<file path="config.mk">
export PLATFORM = sky130hd
export DESIGN_NAME = pwmss_cell
export DESIGN_NICKNAME = d
export VERILOG_FILES = /design/src/design/pwmss_pkg.sv /design/src/design/pwmss_cell.sv
export SDC_FILE = /design/constraint.sdc
export NUM_CORES = 1
export LEC_CHECK = 0
export ABC_CLOCK_PERIOD_IN_PS = 3800
export BUFFER_PORTS_ARGS = -buffer_cell sky130_fd_sc_hd__buf_2
export CAP_MARGIN = 20
export CELL_PAD_IN_SITES_DETAIL_PLACEMENT = 0
export CELL_PAD_IN_SITES_GLOBAL_PLACEMENT = 1
export CORE_MARGIN = 2
export CORE_UTILIZATION = 45
export CTS_CLUSTER_DIAMETER = 200
export DETAILED_ROUTE_END_ITERATION = 6
export PLACE_DENSITY_LB_ADDON = 0.2
export SLEW_MARGIN = 10
export SYNTH_ARGS = -nofsm -noshare
export SYNTH_HDL_FRONTEND = slang
export SYNTH_SLANG_ARGS = --single-unit
</file>
<file path="constraint.sdc">
create_clock -name clk -period 3.8 [get_ports clk]
set_clock_uncertainty 0.05 [all_clocks]
set_input_delay 0.19 -clock clk [delete_from_list [all_inputs] [get_ports clk]]
set_output_delay 0.19 -clock clk [all_outputs]
set_load 0.02 [all_outputs]
</file>
<file path="src/design/pwmss_pkg.sv">
// Package with the shared widths, codes, types and symbol decoding of the PWM window scorer.
`default_nettype none

package pwmss_pkg;

	localparam int MAX_MOTIF_LENGTH_DEF = 32;
	localparam int WEIGHT_WIDTH_DEF     = 16;

	localparam int ROW_W       = 5;
	localparam int BASE_W      = 2;
	localparam int VALUE_W     = 16;
	localparam int SYM_W       = 8;
	localparam int MOTIF_LEN_W = 6;
	localparam int SCORE_W     = 21;
	localparam int POS_W       = 16;
	localparam int STATUS_W    = 2;

	localparam logic ACT_LOAD   = 1'b0;
	localparam logic ACT_SYMBOL = 1'b1;

	localparam logic [SYM_W-1:0] CH_A = 8'h41;
	localparam logic [SYM_W-1:0] CH_C = 8'h43;
	localparam logic [SYM_W-1:0] CH_G = 8'h47;
	localparam logic [SYM_W-1:0] CH_U = 8'h55;
	localparam logic [SYM_W-1:0] CH_T = 8'h54;

	localparam logic [BASE_W-1:0] BASE_A = 2'd0;
	localparam logic [BASE_W-1:0] BASE_C = 2'd1;
	localparam logic [BASE_W-1:0] BASE_G = 2'd2;
	localparam logic [BASE_W-1:0] BASE_U = 2'd3;

	typedef enum logic [STATUS_W-1:0] {
		ST_SCORE   = 2'd0,
		ST_SHORT   = 2'd1,
		ST_BADCHAR = 2'd2
	} status_t;

	typedef struct packed {
		logic              ok;
		logic [BASE_W-1:0] base;
	} base_dec_t;

	typedef struct packed {
		logic              shift;
		logic              clear;
		logic              emit;
		status_t           status;
		logic [POS_W-1:0]  start;
		logic              last;
		logic [BASE_W-1:0] base;
	} seq_ctl_t;

	function automatic base_dec_t decode_base(input logic [SYM_W-1:0] sym);
		base_dec_t d;
		d.ok = 1'b1;
		case (sym)
			CH_A: d.base = BASE_A;
			CH_C: d.base = BASE_C;
			CH_G: d.base = BASE_G;
			CH_U: d.base = BASE_U;
			CH_T: d.base = BASE_U;
			default: begin
				d.ok   = 1'b0;
				d.base = BASE_A;
			end
		endcase
		return d;
	endfunction

endpackage

`default_nettype wire

</file>
<file path="src/design/pwmss_cell.sv">
// One cell of the scoring chain: the four weights of one matrix row and one partial sum.
`default_nettype none

module pwmss_cell #(
	parameter int WEIGHT_WIDTH = pwmss_pkg::WEIGHT_WIDTH_DEF
) (
	input  wire logic                                  clk,
	input  wire logic                                  arst_n,
	input  wire logic                                  wr_en,
	input  wire logic [pwmss_pkg::BASE_W-1:0]          wr_base,
	input  wire logic signed [WEIGHT_WIDTH-1:0]        wr_value,
	input  wire logic                                  shift,
	input  wire logic                                  clear,
	input  wire logic [pwmss_pkg::BASE_W-1:0]          base,
	input  wire logic signed [pwmss_pkg::SCORE_W-1:0]  sum_in,
	output logic signed [pwmss_pkg::SCORE_W-1:0]       sum_next,
	output logic signed [pwmss_pkg::SCORE_W-1:0]       sum_q
);
	import pwmss_pkg::*;

	logic signed [WEIGHT_WIDTH-1:0] w_q [2**BASE_W];

	always_ff @(posedge clk) begin
		if (wr_en) begin
			w_q[wr_base] <= wr_value;
		end
	end

	assign sum_next = sum_in + SCORE_W'(w_q[base]);

	always_ff @(posedge clk or negedge arst_n) begin
		if (!arst_n) begin
			sum_q <= '0;
		end else if (clear) begin
			sum_q <= '0;
		end else if (shift) begin
			sum_q <= sum_next;
		end
	end

endmodule

`default_nettype wire

</file>
### After elaboration in Yosys (flattened, before gate mapping)

Memory sizes are Yosys's and may differ from the RTL's.
Cells that the tools add are included.

| cells by class | value |
|---|---|
| reduce and logical (&&, ||, !) cells | 1 |
| $add $sub $neg | 1 |
| muxes and demuxes | 4 |

Operators with widths:

| operator | number |
|---|---|
| two-way mux 21 bit | 2 |
| adder 21 x 16 -> 21 bit | 1 |
| two-way mux 1 bit | 2 |
| nonzero test 2 bit | 1 |

| storage, ports and cells | value |
|---|---|
| register bits after elaboration | 21 |
| memories kept | 1 |
| bits in writable memories | 64 |
| output and inout bits | 42 |

Memories:

| memory | depth | bits a word | read ports | clocked after memory_dff | write ports | line | source |
|---|---|---|---|---|---|---|---|
| w_q | 4 | 16 | 1 | 0 | 1 | pwmss_cell.sv:21 | `logic signed [WEIGHT_WIDTH-1:0] w_q [2**BASE_W];` |

### Logic depth before layout (Yosys ltp)

An unclocked memory read counts as a cell.

| logic depth | value |
|---|---|
| depth in word-level cells | 4 |
| depth in mapped cells | 13 |

### Worst setup path before layout

OpenSTA, ideal clock, no wires.

| timing path | value |
|---|---|
| kind | input port to output port |
| from | in base[0] (netlist bit) |
| to | out sum_next[15] (netlist bit) |
| buffers on the path | 3 |
| stages on the path | 12 |
| data arrival time | 3.074 ns |
| path slack | 0.486 ns |
| cell sequence | buf_2 buf_2 mux4_2 ha_1 inv_1 or3_1 nor3_2 or2_1 buf_6 and3_4 nor2_1 xnor2_1 |

| between the ends | value |
|---|---|
| cells in the longest elaborated chain, start to end | 2 |

Ends and longest elaborated chain:

| item | line | source |
|---|---|---|
| start, declared | pwmss_cell.sv:14 | `input wire logic [pwmss_pkg::BASE_W-1:0] base,` |
| memory read (4 x 16 bit) | n/a |  |
| adder 21 x 16 -> 21 bit | pwmss_cell.sv:29 | `assign sum_next = sum_in + SCORE_W'(w_q[base]);` |
| end, declared | pwmss_cell.sv:16 | `output logic signed [pwmss_pkg::SCORE_W-1:0] sum_next,` |

Every way passes these cells.

### Final worst setup path

| timing path | value |
|---|---|
| from | mem w_q[2][8] (netlist bit) |
| to | out sum_next[15] (netlist bit) |

| between the ends | value |
|---|---|
| cells in the longest elaborated chain, start to end | 2 |

Ends and longest elaborated chain:

| item | line |
|---|---|
| start, declared | pwmss_cell.sv:21 |
| memory read (4 x 16 bit) | n/a |
| adder 21 x 16 -> 21 bit | pwmss_cell.sv:29 |

Every way passes these cells.

==> metrics.md <==
| Metric | Value |
|---|---|
| R2R depth | 11 |
| Yosys warns | 0 |
| Area leader, netlist | edfxtp_1 |
| Final hold vios | 0 |
| Distinct cells, synth | 53 |
| Least-Margin Pin Slew | 939 ps |
| DR vias | 2969 |
| Post-synth EDFFs | 64 |
| Setup slack, reg-to-reg | 860 ps |
| Outcome | finished clean |
| Maximum achievable frequency | 296 MHz |
| Area contributors post-synth | edfxtp_1, dfrtp_1, mux4_2, ha_1, mux2i_1 |
| CORE AREA | 0.00933 mm^2 |
| Multi-input logic area | 0.00181 mm^2 |
| Initial DRT Pass Iterations | 4 |
| Overflow after GRT | 0 |
| Setup TNS | 0 ps |
| Pwr Total | 2.42 mW |
| Clock Path Buffers | 2 |
| Setup violators final | 0 |
| Fill count | 807 |
| First-pass GRT wire length | 14600 um |
| Count of pins over their slew limit | 0 |
| Detailed placement HPWL | 6730 um |
| Power Density | 459 mW/mm^2 |
| Worst EP arrival | 3140 ps |
| Worst Setup Path Type | flop to primary output |
| CTS Sinks | 85 |
| Seq/Total Area, Yosys | 56.1% |
| Root buffer cell | clkbuf_8 |
| I/O pin count | 88 |
| Post-DRT Antenna Nets | 0 |
| Min-delay src | wr_value[0] |
| Setup crit start kind | flop |
| TritonCTS Buffers | 9 |
| Critical Path RT | 3560 ps |
| Hold Crit Class | primary input to flop |
| Slew HR | 37.4% |
| Starting density of the core | 46.8% |
| # diodes | 0 |
| Largest net degree at the start of global routing | 30 |
| Post-route minimum period | 3380 ps |
| Post-synth top area share | 44.0% |
| Async SR Flop Fraction | 24.7% |
| Clk_lat worst skew | 360 ps |
| CP Capture Type | primary output |
| # DRC | 0 |
| Max_cap viols | 0 |
| Crit path max fanout | 5 |
| Maximum level of the CTS H-tree | 3 |
| Hold path endpoint | w_q[0][0]$_DFFE_PP_ |
| Crit share post-route | 88.8% |
| Max incr delay on CP | 480 ps |
| Setup Fix Bufs, Post-CTS | 0 |
| Synthesized flop and latch total | 85 |
| Hold path cells | 1 |
| Die area | 0.0105 mm^2 |
| Syn_nets | 388 |
| IO Port Bufs | 87 |
| Share of layout cells above drive strength 1 | 31.7% |
| Worst VDD drop | 0.000295 V |
| Post-Synthesis Cells | 321 |
| Initial antenna violation count | 0 |
| Vias in the first global route | 2887 |
| Worst reg2reg endpoint | sum_q[20]$_DFFE_PN0P_ |
| Reg2Reg Launch Point | w_q[3][0]$_DFFE_PP_ |
| RSZ-0062 raised after global routing | no |
| Core Rows | 35 |
| Synth-to-Final Area Change | 20.9% |
| GPL Wtd Cong | 0.790 |
| Synth Area per Inst | 13.6 um^2 |
| Final nets | 488 |
| Commonest register cell after synthesis | edfxtp_1 |
| Drt wl/cell | 16.8 um |
| CP cell instances | mux4_2, ha_1, nand2_1, or3_1, nor3_2, or2_1, and3_4, nor2_1, xnor2_1, buf_2 |
| CTS tree | yes |
| Die width | 102 um |
| Die Span Y | 102 um |
| Final WL | 9340 um |
| Post-Syn Area | 0.00436 mm^2 |
| Worst path slowest cell | mux4_2 |
| Iter 0 DRT Violations | 104 |
| Reg clk slew, reported paths | 100 ps |
| FF/Latch Area | 0.00245 mm^2 |
| Leak Pwr | 2.21 nW |
| Overall Global Routing Usage | 18.6% |
| Drt via density | 5.35 |
[timing repair]
| action | CTS | global route |
|---|---|---|
| hold buffers | 13 | 3 |
| endpoints found under the hold margin | 65 | 6 |
| setup endpoints to repair | 0 | 0 |
| resized for setup | 0 | 0 |
[how the worst max path moves through the flow]
stage,start,depth (start not counted),endpoint
3_5_place_dp,base[0],13,sum_next[20]
2_1_floorplan,base[0],12,sum_next[15]
3_3_place_gp,base[0],13,sum_next[20]
6_report,w_q[2][8]$_DFFE_PP_,10,sum_next[15]
5_1_grt,w_q[3][6]$_DFFE_PP_,10,sum_next[15]
4_1_cts,w_q[3][0]$_DFFE_PP_,12,sum_next[20]
[sequential cells by signal, summed over array words and instances (netlist names)]
name / flops
w_q: 64
sum_q: 21
[report_power, final]
part / internal [mW] / switching [mW]
clock network: 0.260 / 0.380
logic: 0.269 / 0.422
registers: 1.07 / 0.0235
[cells in the final DEF (no fill, tap or decap), types with 3 or more instances in the layout]
| master | Yosys | layout |
|---|---|---|
| nand3_1 | 13 | 13 |
| dfrtp_1 | 21 | 21 |
| mux4_2 | 16 | 16 |
| xnor2_1 | 12 | 12 |
| a21o_1 | 10 | 10 |
| a22o_1 | 3 | 3 |
| or3_1 | 3 | 3 |
| nor2_1 | 26 | 25 |
| inv_1 | 9 | 9 |
| clkbuf_8 | 0 | 9 |
| buf_2 | 5 | 87 |
| nor3b_1 | 5 | 4 |
| a31oi_1 | 3 | 3 |
| o21ai_0 | 4 | 4 |
| xor2_1 | 7 | 7 |
| mux2i_1 | 12 | 12 |
| nand3b_1 | 3 | 3 |
| edfxtp_1 | 64 | 64 |
| nand2_1 | 15 | 15 |
| ha_1 | 20 | 20 |
| buf_4 | 0 | 3 |
| a21oi_1 | 14 | 14 |
| dlygate4sd3_1 | 0 | 16 |
| and3_1 | 4 | 4 |
[cell families (layout without fill, tap and decap cells)]
| kind of cell | Yosys count | after routing | share of synthesized area (%) |
|---|---|---|---|
| mux | 28 | 28 | 11.0 |
| buf+inv | 26 | 131 | 2.55 |
| flops | 85 | 85 | 56.1 |
| xor+xnor | 19 | 19 | 3.81 |
| compound gates | 60 | 60 | 10.4 |
| fa+ha+maj | 21 | 21 | 6.19 |
| simple gates | 82 | 82 | 9.92 |
[metal layers]
metal	vias to the layer above	part of all wire, %	global-route usage (%)
met5	-	0	0
met4	0	0.37	4.31
met3	4	4.7	3.83
met2	84	47	29.9
met1	1450	48	26.4
li1	1431	-	-
[Yosys cell counts (3+ instances only)]
cell type,number
a21oi_1,14
ha_1,20
nor3b_1,5
o21ai_0,4
a21o_1,10
clkbuf_1,9
xnor2_1,12
nand2_1,15
nor2_1,26
or3_1,3
edfxtp_1,64
inv_1,9
and3_1,4
dfrtp_1,21
buf_2,5
mux4_2,16
nand3_1,13
a31oi_1,3
nand3b_1,3
xor2_1,7
mux2i_1,12
a22o_1,3
[stage by stage]
step	std cells	cell area, um^2	utilization [%]	setup WS [ps]	hold slack [ps]
final	555	5280	56.6	424	32.5
after global routing	555	5280	56.6	214	26.0
after CTS	552	5250	56.3	404	2.43
after detailed placement	523	4910	52.7	461	161
after global placement	523	4910	52.7	483	149
after floorplan	321	4360	-	486	-156
[layout make-up]
cell class / count / area share [%]
well taps: 129 / 3.06
flip-flops and latches: 85 / 46.4
inverters: 9 / 0.640
clock buffers: 9 / 2.35
clock inverters: 7 / 1.52
multi-input cells: 210 / 34.4
repair buffers: 106 / 11.7
[worst max-delay path: cells and delay by family (launching register included)]
kind | cells | cell delay [ps]
mux | 1 | 480
xor+xnor | 1 | 150
buf+inv | 1 | 190
simple gates | 6 | 1160
fa+ha+maj | 1 | 380
flops | 1 | 410
Note: power is estimated with default switching activity, not from simulation.
