$ cat config.mk
export PLATFORM = sky130hd
export DESIGN_NAME = pwmss_ctrl
export DESIGN_NICKNAME = d
export VERILOG_FILES = /design/src/design/pwmss_pkg.sv /design/src/design/pwmss_ctrl.sv
export SDC_FILE = /design/constraint.sdc
export NUM_CORES = 1
export LEC_CHECK = 0
export CORE_MARGIN = 1.5
export CORE_UTILIZATION = 34
export CTS_CLUSTER_DIAMETER = 60
export DETAILED_ROUTE_END_ITERATION = 8
export DONT_BUFFER_PORTS = 1
export HOLD_SLACK_MARGIN = 0.05
export SETUP_SLACK_MARGIN = 0.05
export SKIP_CTS_REPAIR_TIMING = 1
export SYNTH_ARGS = -nofsm -noshare
export SYNTH_HDL_FRONTEND = slang
export SYNTH_SLANG_ARGS = --single-unit
$ cat constraint.sdc
create_clock -name clk -period 4.64 [get_ports clk]
set_clock_uncertainty 0.1 [all_clocks]
set_input_delay 0.696 -clock clk [delete_from_list [all_inputs] [get_ports clk]]
set_output_delay 0.696 -clock clk [all_outputs]
set_load 0.1 [all_outputs]
$ cat src/design/pwmss_pkg.sv
// Package with the shared widths, codes, types and symbol decoding of the PWM window scorer.
`default_nettype none

package pwmss_pkg;

	localparam int MAX_MOTIF_LENGTH_DEF = 32;
	localparam int WEIGHT_WIDTH_DEF     = 16;

	localparam int ROW_W       = 5;
	localparam int BASE_W      = 2;
	localparam int VALUE_W     = 16;
	localparam int SYM_W       = 8;
	localparam int MOTIF_LEN_W = 6;
	localparam int SCORE_W     = 21;
	localparam int POS_W       = 16;
	localparam int STATUS_W    = 2;

	localparam logic ACT_LOAD   = 1'b0;
	localparam logic ACT_SYMBOL = 1'b1;

	localparam logic [SYM_W-1:0] CH_A = 8'h41;
	localparam logic [SYM_W-1:0] CH_C = 8'h43;
	localparam logic [SYM_W-1:0] CH_G = 8'h47;
	localparam logic [SYM_W-1:0] CH_U = 8'h55;
	localparam logic [SYM_W-1:0] CH_T = 8'h54;

	localparam logic [BASE_W-1:0] BASE_A = 2'd0;
	localparam logic [BASE_W-1:0] BASE_C = 2'd1;
	localparam logic [BASE_W-1:0] BASE_G = 2'd2;
	localparam logic [BASE_W-1:0] BASE_U = 2'd3;

	typedef enum logic [STATUS_W-1:0] {
		ST_SCORE   = 2'd0,
		ST_SHORT   = 2'd1,
		ST_BADCHAR = 2'd2
	} status_t;

	typedef struct packed {
		logic              ok;
		logic [BASE_W-1:0] base;
	} base_dec_t;

	typedef struct packed {
		logic              shift;
		logic              clear;
		logic              emit;
		status_t           status;
		logic [POS_W-1:0]  start;
		logic              last;
		logic [BASE_W-1:0] base;
	} seq_ctl_t;

	function automatic base_dec_t decode_base(input logic [SYM_W-1:0] sym);
		base_dec_t d;
		d.ok = 1'b1;
		case (sym)
			CH_A: d.base = BASE_A;
			CH_C: d.base = BASE_C;
			CH_G: d.base = BASE_G;
			CH_U: d.base = BASE_U;
			CH_T: d.base = BASE_U;
			default: begin
				d.ok   = 1'b0;
				d.base = BASE_A;
			end
		endcase
		return d;
	endfunction

endpackage

`default_nettype wire

$ cat src/design/pwmss_ctrl.sv
// Sequence control: symbol decoding, position count, discard state and result decision.
`default_nettype none

module pwmss_ctrl #(
	parameter int MAX_MOTIF_LENGTH = pwmss_pkg::MAX_MOTIF_LENGTH_DEF,
	localparam int IDX_W = (MAX_MOTIF_LENGTH > 1) ? $clog2(MAX_MOTIF_LENGTH) : 1
) (
	input  wire logic                                clk,
	input  wire logic                                arst_n,
	input  wire logic                                sym_acc,
	input  wire logic [pwmss_pkg::SYM_W-1:0]         symbol,
	input  wire logic                                eos,
	input  wire logic [pwmss_pkg::MOTIF_LEN_W-1:0]   motif_len,
	output pwmss_pkg::seq_ctl_t                      ctl,
	output logic [IDX_W-1:0]                         sel
);
	import pwmss_pkg::*;

	localparam int LEN_W = MOTIF_LEN_W + 1;
	localparam logic [LEN_W-1:0] LEN_ONE = LEN_W'(1);
	localparam logic [LEN_W-1:0] LEN_MAX = LEN_W'(MAX_MOTIF_LENGTH);
	localparam logic [POS_W-1:0] POS_MAX = '1;

	logic [POS_W-1:0] seen_q;
	logic             discard_q;
	base_dec_t        dec;
	logic [LEN_W-1:0] cfg_ext;
	logic [LEN_W-1:0] len;
	logic [POS_W:0]   pos_inc;
	logic             full;
	logic [POS_W-1:0] start;

	always_comb begin
		dec     = decode_base(symbol);
		cfg_ext = {1'b0, motif_len};
		if (motif_len == '0) begin
			len = LEN_ONE;
		end else if (cfg_ext > LEN_MAX) begin
			len = LEN_MAX;
		end else begin
			len = cfg_ext;
		end
		sel     = IDX_W'(len - LEN_ONE);
		pos_inc = {1'b0, seen_q} + (POS_W+1)'(1);
		full    = pos_inc >= (POS_W+1)'(len);
		start   = (seen_q == POS_MAX) ? POS_MAX : POS_W'(pos_inc - (POS_W+1)'(len));
	end

	always_comb begin
		ctl        = '0;
		ctl.status = ST_SCORE;
		ctl.base   = dec.base;
		if (sym_acc) begin
			if (discard_q) begin
				ctl.clear = eos;
			end else if (!dec.ok) begin
				ctl.emit   = 1'b1;
				ctl.status = ST_BADCHAR;
				ctl.start  = seen_q;
				ctl.last   = 1'b1;
				ctl.clear  = eos;
			end else begin
				ctl.shift = 1'b1;
				ctl.clear = eos;
				if (full) begin
					ctl.emit  = 1'b1;
					ctl.start = start;
					ctl.last  = eos;
				end else if (eos) begin
					ctl.emit   = 1'b1;
					ctl.status = ST_SHORT;
					ctl.last   = 1'b1;
				end
			end
		end
	end

	always_ff @(posedge clk or negedge arst_n) begin
		if (!arst_n) begin
			seen_q    <= '0;
			discard_q <= 1'b0;
		end else if (ctl.clear) begin
			seen_q    <= '0;
			discard_q <= 1'b0;
		end else if (sym_acc && !discard_q && !dec.ok) begin
			discard_q <= 1'b1;
		end else if (ctl.shift && seen_q != POS_MAX) begin
			seen_q <= seen_q + POS_W'(1);
		end
	end

endmodule

`default_nettype wire

==> Word-level counts from Yosys, hierarchy flattened <==
Cells that the tools add are included.
W data, S select, Z words.
{ "word_totals": {"regBits": 17, "elab_cells": 48} }
{ "classes": {"muxes": 21, "magnitude_cmp": 2, "n_reduce_logical": 11, "n_eq_ne": 8, "n_addsub": 4} }
{ "op_table": {"columns": ["op", "n"], "rows": [
  ["$mux W16", 5],
  ["$eq A8 B7 Y1 const B", 5],
  ["$mux W20", 2],
  ["$mux W22", 1],
  ["$add A16 B1 Y17 const B", 1],
  ["$ge A17 B6 Y1", 1],
  ["$add A16 B1 Y16 const B", 1],
  ["$eq A16 B16 Y1 const B", 1],
  ["$ne A16 B16 Y1 const B", 1],
  ["$sub A16 B6 Y16", 1],
  ["$mux W6", 2],
  ["$mux W1", 8],
  ["$gt A6 B6 Y1 const B", 1],
  ["$logic_not A6 Y1", 1],
  ["$pmux W2 S3", 1],
  ["$reduce_or A5 Y1", 1],
  ["$sub A5 B1 Y5 const B", 1],
  ["$reduce_bool A2 Y1", 2],
  ["$logic_and A1 B1 Y1", 3],
  ["$mux W3", 1],
  ["$logic_not A1 Y1", 2],
  ["$mux W2", 1],
  ["$ne A2 B2 Y1 const B", 1],
  ["$reduce_and A2 Y1", 1],
  ["$reduce_or A2 Y1", 1]
]} }

==> Depth between registers and ports, before layout <==
{ "depth": {"ltp_word": 13, "mapped_depth": 13, "depth_no_buf": 13} }

==> Worst setup path before layout <==
Ideal clock, no wire load.
{ "synth_timing": {"kind": "input port to output port", "from": "input motif_len[1] in the netlist's numbering", "to": "output ctl[17] in the netlist's numbering", "t_required_ns": 3.844, "setup_slack_ns": -1.983, "stages": 13, "arrival_time_ns": 5.827, "cell_sequence": "nor4_1 nor2_1 nor2_1 ha_1 inv_1 fa_1 a21o_1 a221oi_1 o21ai_0 a211oi_1 nand2_1 o21a_1 nor4_1"} }
{ "synth_lines": {"columns": ["item", "line_no", "source"], "rows": [
  ["start, declared", "pwmss_ctrl.sv:13", "input wire logic [pwmss_pkg::MOTIF_LEN_W-1:0] motif_len,"],
  ["end, declared", "pwmss_ctrl.sv:14", "output pwmss_pkg::seq_ctl_t ctl,"]
]} }

==> implementation parameters <==
Parameter                              Value

Detailed routing
  Vias per cell    5.65
  Mean routed wirelength per cell    15.9 um
  Post-Route WL    6290 um
  DR pass1 iterations    6
  Detailed-route DRC error count    5
  Via count    roughly 2200
  Remaining number of nets flagged by the antenna check after routing    0
  Detailed Route Iter0 Violations    between 100 and 150

CTS
  Maximum buffer depth of the clock tree    2
  Clk Latency, worst-skew pair    250 ps
  Root buffer selected by CTS    clkbuf_8
  CTS tree    yes
  Clock edge transition at the registers on the reported setup and hold paths    70 ps
  Clock buffer count from CTS    3
  Num Clock Sinks    17
  Clock H-tree levels    1

Synthesis
  Unique cell type count in the Yosys netlist    60
  Ys flop type    dfrtp_1
  Post-synthesis instance area    2290 sq um
  Cell count after synthesis    303
  Proportion of synthesized chip area in sequential cells    18.6%
  Fraction of registers with async set or reset after synthesis    100%
  Total nets after synthesis    330
  Flops & latches, synth    17
  Post-synthesis area per instance    around 7.6 sq um
  Synthesis Warnings    0
  EDFF count, synth    0

Die
  X dimension of the die    85.1 um
  Number of I/O pins    47
  Starting density of the core    35.7%
  Core region area    6420 sq um
  Total Die Area    between 7000 and 8000 sq um
  Vertical die dimension    85.1 um
  Std cell rows    29

Timing
  Share of the cycle needed by the critical path after routing    between 90% and 100%
  Hold_ws    between 400 and 500 ps
  Slew of the pin with the lowest slew margin    around 1200 ps
  Sum of negative setup slack    0 ps
  Final Setup Violations    0
  Timing-limited maximum frequency    227 MHz
  Final critical path time including I/O delays and setup    ~4400 ps
  Unrepaired setup endpoints after global routing    false
  Number of pins exceeding their max-slew limit in the final report    0
  Least setup slack across all paths after layout    229 ps
  Worst slew margin relative to its limit    between 20% and 30%
  Final hold violation count    0

Setup path
  Cell occurring most often along the worst timing path    and3_1
  Maximum fanout along the worst path    8
  Required time of the worst setup path    around 3800 ps
  Kind of critical path    register to primary output
  Bufs and invs on worst path    2
  CP startpoint    seen_q[1]
  CP Data Arrival Time    3610 ps
  Largest stage delay on the critical path    approximately 420 ps
  Cell family contributing the most delay on the critical path    simple AND/OR/NAND/NOR gates
  Cells along the critical path    buf_4 -> and3_1 -> and3_1 -> xor2_1 -> ha_1 -> and3_1 -> a221oi_4 -> o21ai_2 -> or3_4 -> xnor2_2 -> a21oi_2 -> a311oi_4 -> buf_12
  Worst reg-to-reg setup slack    roughly 1600 ps
  Worst r2r src    seen_q[0]
  CP Launch Type    register
  Kind of capture point of the worst setup path    primary output
  CP max-delay cell    ha_1

Cells and area
  Filler Cells Inserted    638
  Area occupied by multi-input gates    1880 sq um
  Final #Nets    347
  Share of the core filled with cells    a little under half
  Layout cells sized above 1    22.6%
  Fin area    just under 3000 sq um
  Total inserted antenna cells    0
  Non-filler cells in the finished layout    396
  Seq. cell area    428 sq um
  Syn-to-layout area delta    28.6%

Min path
  Min-delay src    discard_q
  Worst Hold Class    register to register

Global route
  Number of global-route vias before repair    about 2200
  Pin count of the biggest net entering global routing    19
  First-pass GRT wire length    around 11000 um
  Total congestion overflow    0
  Number of antenna violations at the first check in global routing    0
  Total routing resource utilization after global routing    18.0%

Pwr
  Power, Total    441 uW
  Worst supply voltage drop on vdd    0.105 mV
  Power per cell area    around 150 nW/um^2
  Leakage power figure    1.29 nW

Placed design
  Minimum setup slack after placement    276 ps
  Number of placed instances with taps included    390
  Final HPWL DP    approximately 4800 um
  GPL Wtd Cong    0.954
  Placed instance area    2860 sq um
  Number of buffer cells added on primary ports    0

Run
  Max cap viols    0

Outcome
  Violations in the final reports    DRC
  Run status    finished with violations
## worst paths after layout
path	endpoint	depth (start not counted)
max	ctl[15]	13
max reg2reg	seen_q[10]	10
max in group asynchronous	seen_q[2]	1
min in group asynchronous	seen_q[8]	1
min reg2reg	discard_q	2
min	discard_q	2
## report_power, final
part / switching (mW) / internal (mW)
Clock: 0.0527 / 0.0611
Combinational: 0.129 / 0.0462
Sequential: 0.00232 / 0.150
## routing by layer
layer,GRT usage (%),routed length (um),up-vias
li1,-,-,1107
met1,25.1,2970,1066
met2,29.8,3020,59
met3,2.04,248,7
met4,4.02,53,0
met5,0,0,-
## cells by family (layout without fill, tap and decap cells)
group | after synthesis | count (layout) | synth area share [%]
AOI/OAI and AO/OA | 68 | 68 | 22.7
xor gates and xnor gates | 36 | 36 | 13.8
adders and majority gates | 9 | 9 | 5.24
buffers and inverters | 32 | 48 | 6.06
DFF | 17 | 17 | 18.6
muxes | 5 | 5 | 2.24
and+or+nand+nor | 136 | 136 | 31.5
## cells in the mapped netlist, drive strengths merged (3+ instances only)
| library cell | n | area [sq um] |
|---|---|---|
| a21oi | 6 | 30.0 |
| nand2 | 44 | 165 |
| or3 | 4 | 25.0 |
| nor2b | 3 | 18.8 |
| xnor2 | 17 | 149 |
| clkbuf | 11 | 41.3 |
| ha | 8 | 100 |
| inv | 8 | 30.0 |
| xor2 | 19 | 166 |
| nand2b | 4 | 25.0 |
| nor3 | 7 | 35.0 |
| nand4 | 6 | 52.6 |
| and2 | 4 | 25.0 |
| nand3 | 9 | 50.1 |
| o31ai | 3 | 22.5 |
| a22o | 9 | 78.8 |
| dfrtp | 17 | 425 |
| and3 | 8 | 50.1 |
| a21o | 9 | 67.6 |
| mux2i | 4 | 40.0 |
| o21ai | 16 | 83.8 |
| nor2 | 34 | 128 |
| buf | 11 | 60.1 |
| nor4 | 7 | 95.1 |
## placed cells by master, fill, tap and decap left out, drive strengths merged, types with 2 or more instances in the layout
cell / netlist / layout
nand4: 6 / 6
dfrtp: 17 / 17
nand2b: 4 / 4
clkbuf: 11 / 4
a211oi: 2 / 2
nor2b: 3 / 3
xor2: 19 / 19
clkinv: 2 / 2
and3: 8 / 8
a21oi: 6 / 6
o21ai: 16 / 16
nand2: 44 / 44
nand3b: 2 / 2
mux2i: 4 / 4
xnor2: 17 / 17
nor4b: 2 / 2
or3: 4 / 4
and2: 4 / 4
a21boi: 2 / 2
a22o: 9 / 9
inv: 8 / 8
nor3: 7 / 7
nand3: 9 / 9
nor2: 34 / 34
nor4: 7 / 7
a21o: 9 / 9
ha: 8 / 8
buf: 11 / 33
o31ai: 3 / 3
o21a: 2 / 2
a31oi: 2 / 2
## layout make-up
cell class / count / area share, %
sequential: 17 / 14.5
multi-input combinational: 254 / 63.9
tap: 77 / 3.27
clock buffer: 4 / 1.53
timing repair buffer: 34 / 15.5
inverter: 10 / 1.27
## worst reg2reg max path, cell delays in order, from the launching register on
cell     delay (ps)
dfrtp_2         470
ha_1            290
nand3_1         140
buf_4           170
nor4_2           60
buf_4           170
and3_1          270
nor2_1          840
nand3_1         210
xor2_1          180
nor2_1           50
## registers in the layout, summed over array words and instances (netlist names)
signal and flops:
seen_q 16, discard_q 1
Power figures use the tool's default switching activity.
